<file path="src/hdl/rse_pkg.sv">
package rse_pkg;

  localparam int DATA_W          = 32;
  localparam int OPND_W          = 31;
  localparam int STACK_DEPTH_DEF = 64;
  localparam int QUEUE_DEPTH     = 2;

  typedef enum logic [1:0] {
    OP_ADD = 2'd0,
    OP_SUB = 2'd1,
    OP_MUL = 2'd2,
    OP_DIV = 2'd3
  } op_t;

  typedef enum logic [1:0] {
    ST_OK    = 2'd0,
    ST_DIV0  = 2'd1,
    ST_UNDER = 2'd2,
    ST_OVER  = 2'd3
  } status_t;

  typedef enum logic {
    TK_PUSH = 1'b0,
    TK_OP   = 1'b1
  } tok_kind_t;

  typedef enum logic [2:0] {
    BK_IDLE,
    BK_READ,
    BK_MUL,
    BK_DIV,
    BK_FIN
  } bk_state_t;

  typedef struct packed {
    logic              req_type;
    logic [OPND_W-1:0] operand_value;
    logic [1:0]        operator_code;
    logic              last_item;
  } rse_in_t;

  typedef struct packed {
    logic signed [DATA_W-1:0] result_value;
    status_t                  status;
  } rse_out_t;

  typedef struct packed {
    tok_kind_t         kind;
    logic [OPND_W-1:0] value;
    op_t               op;
    logic              last;
  } tok_t;

  typedef struct packed {
    logic              start;
    logic [DATA_W-1:0] num;
    logic [DATA_W-1:0] den;
  } div_req_t;

  typedef struct packed {
    logic              done;
    logic [DATA_W-1:0] quo;
  } div_rsp_t;

endpackage

</file>
<file path="src/hdl/rse_front.sv">
module rse_front import rse_pkg::*; (
  input  logic    clk,
  input  logic    rst_n,
  input  logic    in_valid,
  output logic    in_stall,
  input  rse_in_t in_data,
  output logic    q_valid,
  output tok_t    q_tok,
  input  logic    q_pop
);

  localparam int PW = (QUEUE_DEPTH > 1) ? $clog2(QUEUE_DEPTH) : 1;
  localparam int CW = $clog2(QUEUE_DEPTH + 1);

  tok_t            q_mem_r [QUEUE_DEPTH];
  logic [PW-1:0]   wr_ptr_r, wr_ptr_nxt;
  logic [PW-1:0]   rd_ptr_r, rd_ptr_nxt;
  logic [CW-1:0]   count_r, count_nxt;
  tok_t            tok_in;
  logic            push, pop;

  always_comb begin
    tok_in.kind  = in_data.req_type ? TK_OP : TK_PUSH;
    tok_in.value = in_data.operand_value;
    tok_in.op    = op_t'(in_data.operator_code);
    tok_in.last  = in_data.last_item;
  end

  assign in_stall = (count_r == CW'(QUEUE_DEPTH));
  assign q_valid  = (count_r != '0);
  assign q_tok    = q_mem_r[rd_ptr_r];
  assign push     = in_valid && !in_stall;
  assign pop      = q_pop && q_valid;

  always_comb begin
    wr_ptr_nxt = wr_ptr_r;
    rd_ptr_nxt = rd_ptr_r;
    count_nxt  = count_r;
    if (push) begin
      wr_ptr_nxt = (wr_ptr_r == PW'(QUEUE_DEPTH - 1)) ? '0 : wr_ptr_r + PW'(1);
    end
    if (pop) begin
      rd_ptr_nxt = (rd_ptr_r == PW'(QUEUE_DEPTH - 1)) ? '0 : rd_ptr_r + PW'(1);
    end
    if (push && !pop) begin
      count_nxt = count_r + CW'(1);
    end else if (pop && !push) begin
      count_nxt = count_r - CW'(1);
    end
  end

  always_ff @(posedge clk) begin
    if (!rst_n) begin
      wr_ptr_r <= '0;
      rd_ptr_r <= '0;
      count_r  <= '0;
    end else begin
      wr_ptr_r <= wr_ptr_nxt;
      rd_ptr_r <= rd_ptr_nxt;
      count_r  <= count_nxt;
    end
  end

  always_ff @(posedge clk) begin
    if (push) begin
      q_mem_r[wr_ptr_r] <= tok_in;
    end
  end

endmodule

</file>
<file path="src/hdl/rse_div.sv">
module rse_div import rse_pkg::*; (
  input  logic     clk,
  input  logic     rst_n,
  input  div_req_t req,
  output div_rsp_t rsp
);

  localparam int NW = $clog2(DATA_W);

  logic              busy_r, busy_nxt;
  logic              done_r, done_nxt;
  logic [NW-1:0]     cnt_r, cnt_nxt;
  logic [DATA_W-1:0] rem_r, rem_nxt;
  logic [DATA_W-1:0] quo_r, quo_nxt;
  logic [DATA_W-1:0] den_r, den_nxt;
  logic              neg_r, neg_nxt;
  logic [DATA_W:0]   shifted;
  logic [DATA_W:0]   diff;

  assign shifted = {rem_r, quo_r[DATA_W-1]};
  assign diff    = shifted - {1'b0, den_r};

  always_comb begin
    busy_nxt = busy_r;
    done_nxt = 1'b0;
    cnt_nxt  = cnt_r;
    rem_nxt  = rem_r;
    quo_nxt  = quo_r;
    den_nxt  = den_r;
    neg_nxt  = neg_r;
    if (req.start) begin
      busy_nxt = 1'b1;
      cnt_nxt  = '0;
      rem_nxt  = '0;
      quo_nxt  = req.num[DATA_W-1] ? -req.num : req.num;
      den_nxt  = req.den[DATA_W-1] ? -req.den : req.den;
      neg_nxt  = req.num[DATA_W-1] ^ req.den[DATA_W-1];
    end else if (busy_r) begin
      if (!diff[DATA_W]) begin
        rem_nxt = diff[DATA_W-1:0];
        quo_nxt = {quo_r[DATA_W-2:0], 1'b1};
      end else begin
        rem_nxt = shifted[DATA_W-1:0];
        quo_nxt = {quo_r[DATA_W-2:0], 1'b0};
      end
      cnt_nxt = cnt_r + NW'(1);
      if (cnt_r == NW'(DATA_W - 1)) begin
        busy_nxt = 1'b0;
        done_nxt = 1'b1;
      end
    end
  end

  always_ff @(posedge clk) begin
    if (!rst_n) begin
      busy_r <= 1'b0;
      done_r <= 1'b0;
      cnt_r  <= '0;
    end else begin
      busy_r <= busy_nxt;
      done_r <= done_nxt;
      cnt_r  <= cnt_nxt;
    end
  end

  always_ff @(posedge clk) begin
    rem_r <= rem_nxt;
    quo_r <= quo_nxt;
    den_r <= den_nxt;
    neg_r <= neg_nxt;
  end

  assign rsp.done = done_r;
  assign rsp.quo  = neg_r ? -quo_r : quo_r;

endmodule

</file>
<file path="src/hdl/rse_back.sv">
module rse_back import rse_pkg::*; #(
  parameter int STACK_DEPTH = STACK_DEPTH_DEF
) (
  input  logic     clk,
  input  logic     rst_n,
  input  logic     q_valid,
  input  tok_t     q_tok,
  output logic     q_pop,
  output div_req_t div_req,
  input  div_rsp_t div_rsp,
  output logic     out_valid,
  input  logic     out_stall,
  output rse_out_t out_data
);

  localparam int IW  = (STACK_DEPTH > 1) ? $clog2(STACK_DEPTH) : 1;
  localparam int SPW = $clog2(STACK_DEPTH + 1);

  logic [DATA_W-1:0] mem [STACK_DEPTH];
  logic [DATA_W-1:0] mem_rd_r;
  logic              mem_we;
  logic [IW-1:0]     mem_wa, mem_ra;
  logic [SPW-1:0]    spm1, spm2;

  bk_state_t         state_r, state_nxt;
  logic [SPW-1:0]    sp_r, sp_nxt;
  status_t           err_r, err_nxt;
  logic [DATA_W-1:0] tos_r, tos_nxt;
  logic [DATA_W-1:0] prod_r, prod_nxt;
  op_t               cur_op_r, cur_op_nxt;
  logic              cur_last_r, cur_last_nxt;
  logic              out_valid_r, out_valid_nxt;
  rse_out_t          out_data_r, out_data_nxt;
  bk_state_t         after_op;
  logic              out_free;

  assign spm1     = sp_r - SPW'(1);
  assign spm2     = sp_r - SPW'(2);
  assign mem_wa   = spm1[IW-1:0];
  assign mem_ra   = spm2[IW-1:0];
  assign after_op = cur_last_r ? BK_FIN : BK_IDLE;
  assign out_free = !out_valid_r || !out_stall;

  always_comb begin
    state_nxt     = state_r;
    sp_nxt        = sp_r;
    err_nxt       = err_r;
    tos_nxt       = tos_r;
    prod_nxt      = prod_r;
    cur_op_nxt    = cur_op_r;
    cur_last_nxt  = cur_last_r;
    out_valid_nxt = out_valid_r && out_stall;
    out_data_nxt  = out_data_r;
    mem_we        = 1'b0;
    q_pop         = 1'b0;
    div_req.start = 1'b0;
    div_req.num   = mem_rd_r;
    div_req.den   = tos_r;
    case (state_r)
      BK_IDLE: begin
        if (q_valid) begin
          q_pop        = 1'b1;
          cur_op_nxt   = q_tok.op;
          cur_last_nxt = q_tok.last;
          state_nxt    = q_tok.last ? BK_FIN : BK_IDLE;
          if (err_r == ST_OK) begin
            if (q_tok.kind == TK_PUSH) begin
              if (sp_r >= SPW'(STACK_DEPTH)) begin
                err_nxt = ST_OVER;
              end else begin
                mem_we  = (sp_r != '0);
                tos_nxt = {1'b0, q_tok.value};
                sp_nxt  = sp_r + SPW'(1);
              end
            end else if (sp_r < SPW'(2)) begin
              err_nxt = ST_UNDER;
            end else begin
              state_nxt = BK_READ;
            end
          end
        end
      end
      BK_READ: begin
        case (cur_op_r)
          OP_ADD: begin
            tos_nxt   = mem_rd_r + tos_r;
            sp_nxt    = spm1;
            state_nxt = after_op;
          end
          OP_SUB: begin
            tos_nxt   = mem_rd_r - tos_r;
            sp_nxt    = spm1;
            state_nxt = after_op;
          end
          OP_MUL: begin
            prod_nxt  = mem_rd_r * tos_r;
            state_nxt = BK_MUL;
          end
          default: begin
            if (tos_r == '0) begin
              err_nxt   = ST_DIV0;
              state_nxt = after_op;
            end else begin
              div_req.start = 1'b1;
              state_nxt     = BK_DIV;
            end
          end
        endcase
      end
      BK_MUL: begin
        tos_nxt   = prod_r;
        sp_nxt    = spm1;
        state_nxt = after_op;
      end
      BK_DIV: begin
        if (div_rsp.done) begin
          tos_nxt   = div_rsp.quo;
          sp_nxt    = spm1;
          state_nxt = after_op;
        end
      end
      BK_FIN: begin
        if (out_free) begin
          out_valid_nxt = 1'b1;
          if (err_r != ST_OK) begin
            out_data_nxt.status       = err_r;
            out_data_nxt.result_value = '0;
          end else if (sp_r == '0) begin
            out_data_nxt.status       = ST_UNDER;
            out_data_nxt.result_value = '0;
          end else begin
            out_data_nxt.status       = ST_OK;
            out_data_nxt.result_value = tos_r;
          end
          sp_nxt    = '0;
          err_nxt   = ST_OK;
          state_nxt = BK_IDLE;
        end
      end
      default: begin
        state_nxt = BK_IDLE;
      end
    endcase
  end

  always_ff @(posedge clk) begin
    if (!rst_n) begin
      state_r     <= BK_IDLE;
      sp_r        <= '0;
      err_r       <= ST_OK;
      out_valid_r <= 1'b0;
    end else begin
      state_r     <= state_nxt;
      sp_r        <= sp_nxt;
      err_r       <= err_nxt;
      out_valid_r <= out_valid_nxt;
    end
  end

  always_ff @(posedge clk) begin
    tos_r      <= tos_nxt;
    prod_r     <= prod_nxt;
    cur_op_r   <= cur_op_nxt;
    cur_last_r <= cur_last_nxt;
    out_data_r <= out_data_nxt;
  end

  always_ff @(posedge clk) begin
    if (mem_we) begin
      mem[mem_wa] <= tos_r;
    end
    mem_rd_r <= mem[mem_ra];
  end

  assign out_valid = out_valid_r;
  assign out_data  = out_data_r;

endmodule

</file>
<file path="src/hdl/rpn_stack_evaluator.sv">
// Postfix expression evaluator, one token per item.
// Input channel (in_valid/in_stall/in_data): a push token carries a 31-bit
// operand, an operator token applies add, subtract, multiply or divide to the
// top two stack entries. Tokens enter a two-item queue, so in_stall rises
// only when that queue is full.
// Result channel (out_valid/out_stall/out_data): one item per token marked
// last, holding the top of stack and a status code; the stack and any sticky
// error are then cleared. A result held by out_stall keeps its value, and
// tokens are still taken until the next last token waits for that register.
// In the execution unit a push is done in the idle state; add and subtract
// pass a read state, multiply a read and a multiply state, divide a read and
// a divide state (radix-2 divider, one quotient bit per cycle); a zero divisor
// ends in the read state, and a token after an error is only popped. Each
// accepted token is first registered in the queue; a last token then passes
// a finish state that loads the result register, which drives out_valid.
// Reset (rst_n low, synchronous) empties the queue and the stack, clears the
// error and drops any pending result. Stack RAM contents are not cleared.
module rpn_stack_evaluator import rse_pkg::*; #(
  parameter int STACK_DEPTH = STACK_DEPTH_DEF
) (
  input  logic     clk,
  input  logic     rst_n,
  input  logic     in_valid,
  output logic     in_stall,
  input  rse_in_t  in_data,
  output logic     out_valid,
  input  logic     out_stall,
  output rse_out_t out_data
);

  logic     q_valid;
  tok_t     q_tok;
  logic     q_pop;
  div_req_t div_req;
  div_rsp_t div_rsp;

  rse_front u_front (
    .clk      (clk),
    .rst_n    (rst_n),
    .in_valid (in_valid),
    .in_stall (in_stall),
    .in_data  (in_data),
    .q_valid  (q_valid),
    .q_tok    (q_tok),
    .q_pop    (q_pop)
  );

  rse_back #(
    .STACK_DEPTH (STACK_DEPTH)
  ) u_back (
    .clk       (clk),
    .rst_n     (rst_n),
    .q_valid   (q_valid),
    .q_tok     (q_tok),
    .q_pop     (q_pop),
    .div_req   (div_req),
    .div_rsp   (div_rsp),
    .out_valid (out_valid),
    .out_stall (out_stall),
    .out_data  (out_data)
  );

  rse_div u_div (
    .clk   (clk),
    .rst_n (rst_n),
    .req   (div_req),
    .rsp   (div_rsp)
  );

endmodule

</file>
<file path="config.mk">
export PLATFORM = sky130hd
export DESIGN_NAME = rpn_stack_evaluator
export DESIGN_NICKNAME = d
export VERILOG_FILES = /design/src/hdl/rse_pkg.sv /design/src/hdl/rse_front.sv /design/src/hdl/rse_div.sv /design/src/hdl/rse_back.sv /design/src/hdl/rpn_stack_evaluator.sv
export SDC_FILE = /design/constraint.sdc
export NUM_CORES = 2
export LEC_CHECK = 0
export BUFFER_PORTS_ARGS = -buffer_cell sky130_fd_sc_hd__buf_2
export CORE_AREA = 5 5 529 531
export CTS_CLUSTER_DIAMETER = 100
export DETAILED_ROUTE_END_ITERATION = 12
export DIE_AREA = 0 0 534 536
export PLACE_DENSITY_LB_ADDON = 0.08
export REMOVE_ABC_BUFFERS = 1
export SLEW_MARGIN = 20
export SYNTH_ARGS = -nofsm -noshare
export SYNTH_HDL_FRONTEND = slang
export SYNTH_HIERARCHICAL = 1
export SYNTH_SLANG_ARGS = --single-unit
</file>
<file path="constraint.sdc">
create_clock -name clk -period 7.85 [get_ports clk]
set_input_delay 2.355 -clock clk [delete_from_list [all_inputs] [get_ports clk]]
set_output_delay 2.355 -clock clk [all_outputs]
set_load 0.01 [all_outputs]
</file>
==> results by stage <==
Floorplanning:
- For this design the top-level I/O count stands at 75.
- The die covers 0.286 mm².
- The die height is 536 µm.
- Measured along the x axis, the die boundary spans 534 µm.
- The initialized floorplan defines 193 standard-cell rows.
- The region available for standard cell placement spans 0.275 mm².
- The initial core utilization is 40.7%.

Worst setup path:
- The data required time of the critical path is 8.41 ns.
- The kind of critical path is flop to flop.
- The endpoint arrival time on the critical path is 8.04 ns.
- The critical path contains buffers and inverters numbering 5 combined.
- The critical path goes through buf_4 -> buf_4 -> nand2_1 -> fa_1 -> inv_1 -> fa_1 -> fa_1 -> inv_1 -> fa_1 -> fa_1 -> fa_1 -> fa_1 -> inv_1 -> fa_1 -> xnor2_1 -> xnor2_1 -> xnor2_1 -> xnor2_1 -> xnor2_1 -> xnor2_1 -> xnor2_1 -> xnor2_1.
- In this design, the stage delay of the slowest critical-path cell is 1.04 ns.
- The dominant delay contributor by cell family on the critical path is adder cells.
- The element type at the critical path start is a flop.
- The standard cell with the maximum stage delay on the critical path is edfxtp_1.
- The kind of end point of the critical path is a flop.
- Of all nets on the critical path, the largest fanout is 12.

Finish:
- Once layout is complete, the utilization of the core stands at 46.2%.
- Relative to the synthesized area, the layout overhead comes to 13.6%.
- For this run, the post-layout net count is 7501.
- The filler cells instantiated in the layout total 23713.
- The share of post-route cells with drive strength above 1 is 22.1%.

Route:
- The via count is 60952.
- Summed over all layers, the routed wires come to 336 mm.
- In the routed design, unresolved DRC markers number 0.
- The number of design-rule violations left by the first detailed-router iteration is 5866.
- For this run, the detailed router's first-pass iteration total came to 6.
- Dividing the detail-routed wire length by the instance count gives 31.5 µm.
- After detailed routing, the number of vias per cell comes to 5.71.
- Once detail routing completed, the nets flagged for antenna violations numbered 0.

Clock tree:
- The clock transition time at the flip-flop clock pins of the worst setup and hold paths is 0.07 ns.
- The number of buffers inserted during clock tree synthesis is 271.
- The worst-case clock buffer depth is 4.
- The buffer cell driving the clock tree root is clkbuf_16.
- The count of clock tree sinks is 2373.
- The hold buffer count at CTS is 0.
- TritonCTS built the clock tree.
- At the later pin of the worst-skew pair, clock insertion delay measures 0.83 ns.
- The H-tree generated during clock tree synthesis spans 5 levels.

Place:
- The post-placement setup slack is 0.246 ns.
- The global placement routability congestion is 0.854.
- The HPWL reported at the end of detailed placement is 214 mm.
- During placement, the flow inserted port buffers numbering 74.

STA:
- The smallest clock period supported by the final layout is computed as 7.48 ns.
- Headroom to the max-slew limit came out at 17.6%.
- The final-report max-slew violation count came to 0.
- After layout, the worst setup slack is 0.370 ns.
- Across the routed clock network, the largest skew measured is 0.0519 ns.
- Static timing analysis puts the maximum clock frequency at 134 MHz.
- Adding up every negative setup slack in the final design gives 0 ns.
- Setup violations remaining at the end of the flow were counted as 0.
- Setup repair after global routing left no endpoint under its margin.
- Of the available clock period, the critical path in the final layout requires 95.3%.
- The transition time at the pin with the least slew margin is 1.23 ns.
- The final hold violation count came to 0.

GRT:
- The initial antenna violation count is 25.
- The via count of the first global-routing pass is 62542.
- Global routing consumed, on the met1 layer, 34.1% of the routing resources.
- The peak-usage layer in the global routing report is met2.
- The total congestion overflow after global routing is 0.
- The wire length of the first global-routing pass is 477 mm.
- The global routing usage summed across all routing layers is 23.3%.
- Entering global routing, the biggest net connects 110 pins.
- Global routing used 37.6% of the available met2 tracks.
- In the global route stage, met3 resource usage came out at 3.16%.

Yosys:
- Sorting the synthesized cells by area gives the leading types as edfxtp_1, mux4_2, fa_1.
- The most instantiated library cell after synthesis is edfxtp_1.
- Summing the areas of all fa, ha and maj instances in the mapped netlist gives 9.57% of the synthesized area.
- The synthesized design contains 2284 enable-type register cells.
- The post-synth design cell area is 0.112 mm².
- The largest family of logic cells by synthesized area is multiplexers.
- Summing the sequential cell areas from Yosys gives 62.9% of the chip area.
- The synthesized-area fraction occupied by xor and xnor cells is 2.16%.
- The prevailing post-synth register cell is edfxtp_1.
- In the synthesized netlist, mux cells make up 13.9% of the area.
- The synthesized netlist devotes 3.15% of its cell area to compound gates.
- Sorting the synthesized cells by how often they occur yields edfxtp_1, mux4_2, inv_1.
- The number of warnings issued by yosys is 6.
- The number of synthesized register bits is 2373.
- The simple-gate share of the synthesized area is 5.46%.
- After technology mapping, the gate count stands at 6561.
- The biggest area consumer among synthesized cells is edfxtp_1.
- The number of distinct library cells after synthesis is 82.
- The fraction of registers with async set or reset after synthesis is 0%.
- In this run the biggest area consumer among cell types represents 61.3% of the synthesized area.
- The average cell area after synthesis is 17.0 µm².

Run:
- The tool flagged a number of max-cap violations equal to 0.

Run status:
- The run finished with clean final reports.

Hold path:
- The class of the tightest hold or removal check is flop to flop.
-- worst paths after layout --
check                                                   from                            to  slack (ns)  cells past startpoint
worst max register to register    u_back/tos_r[16]$_DFFE_PP_   u_back/prod_r[31]$_DFFE_PP_        0.37                     22
worst max-delay path              u_back/tos_r[16]$_DFFE_PP_   u_back/prod_r[31]$_DFFE_PP_        0.37                     22
worst min-delay path            u_div/rem_r[20]$_SDFFE_PP0P_  u_div/rem_r[20]$_SDFFE_PP0P_        0.50                      2
worst min register to register  u_div/rem_r[20]$_SDFFE_PP0P_  u_div/rem_r[20]$_SDFFE_PP0P_        0.50                      2
-- sequential cells by signal (all words and copies together) (netlist names), 2 cells and up, named ones only --
name / count
u_back/mem_rd_r: 32
u_back/cur_op_r: 2
u_back/tos_r: 32
u_front/q_mem_r: 70
u_back/mem: 2048
u_div/den_r: 32
u_div/cnt_r: 5
u_back/sp_r: 7
u_front/count_r: 2
u_back/out_data: 34
u_div/quo_r: 32
u_div/rem_r: 32
u_back/prod_r: 32
u_back/err_r: 2
u_back/state_r: 3
-- cells in the final DEF, fill, tap and decap left out, types with 119 or more instances in the layout --
cell type / n
edfxtp_1: 2284
mux4_2: 662
inv_1: 470
fa_1: 410
nand2_1: 406
and2_1: 360
clkbuf_16: 284
buf_4: 271
ha_1: 198
xnor2_1: 185
nor2_1: 159
a21oi_1: 155
o21ai_0: 119
-- cells by family after synthesis --
group / Yosys count
buffers and inverters: 813
XOR/XNOR: 276
multiplexers: 723
AO/OA/AOI/OAI: 548
AND/OR/NAND/NOR: 1219
adder cells (fa/ha/maj): 609
flip-flops: 2373
-- stage by stage --
| step | hold WS (ns) | std cells | area [µm²] |
|---|---|---|---|
| 3_3_place_gp | 0.481 | 10181 | 118000 |
| 4_1_cts | 0.497 | 10651 | 127000 |
| 3_5_place_dp | 0.481 | 10182 | 118000 |
| 5_1_grt | 0.522 | 10661 | 127000 |
| 2_1_floorplan | 0.453 | 6220 | 110000 |
| 6_report | 0.496 | 10672 | 127000 |
-- worst reg2reg max path, stage by stage (launching register included) --
cell and delay, ns:
edfxtp_1 1.04, buf_4 0.30, buf_4 0.28, nand2_1 0.12, fa_1 0.50, inv_1 0.06, fa_1 0.47, fa_1 0.51
inv_1 0.06, fa_1 0.48, fa_1 0.59, fa_1 0.45, fa_1 0.49, inv_1 0.05, fa_1 0.40, xnor2_1 0.18
xnor2_1 0.15, xnor2_1 0.15, xnor2_1 0.15, xnor2_1 0.18, xnor2_1 0.14, xnor2_1 0.35, xnor2_1 0.13
-- metal layers --
layer  wire length, µm  up-vias  part of all wire, %
met4              7060        4                  2.1
met3             18100      403                  5.4
met5                27        -               0.0080
li1                  -    25445                    -
met2            160000     1825                   48
met1            151000    33275                   45
-- layout make-up --
type                       instances  area [µm²]  area share (%)
clock buffer                     338        7330            5.77
clock inverter                   131        1350            1.06
multi-input combinational       3375       38900            30.7
sequential                      2373       70400            55.4
tap                             3607        4510            3.55
antenna                           16        40.0          0.0315
inverter                         472        1770            1.39
timing repair buffer             360        2690            2.12
-- timing repair --
action                     CTS  global route
resized for setup            0             2
buffers inserted             0             3
setup endpoints to repair    0             1
Power is left out: the tool's default activity adds up to more than one toggle a clock period on the data nets, which glitch-free logic cannot reach.
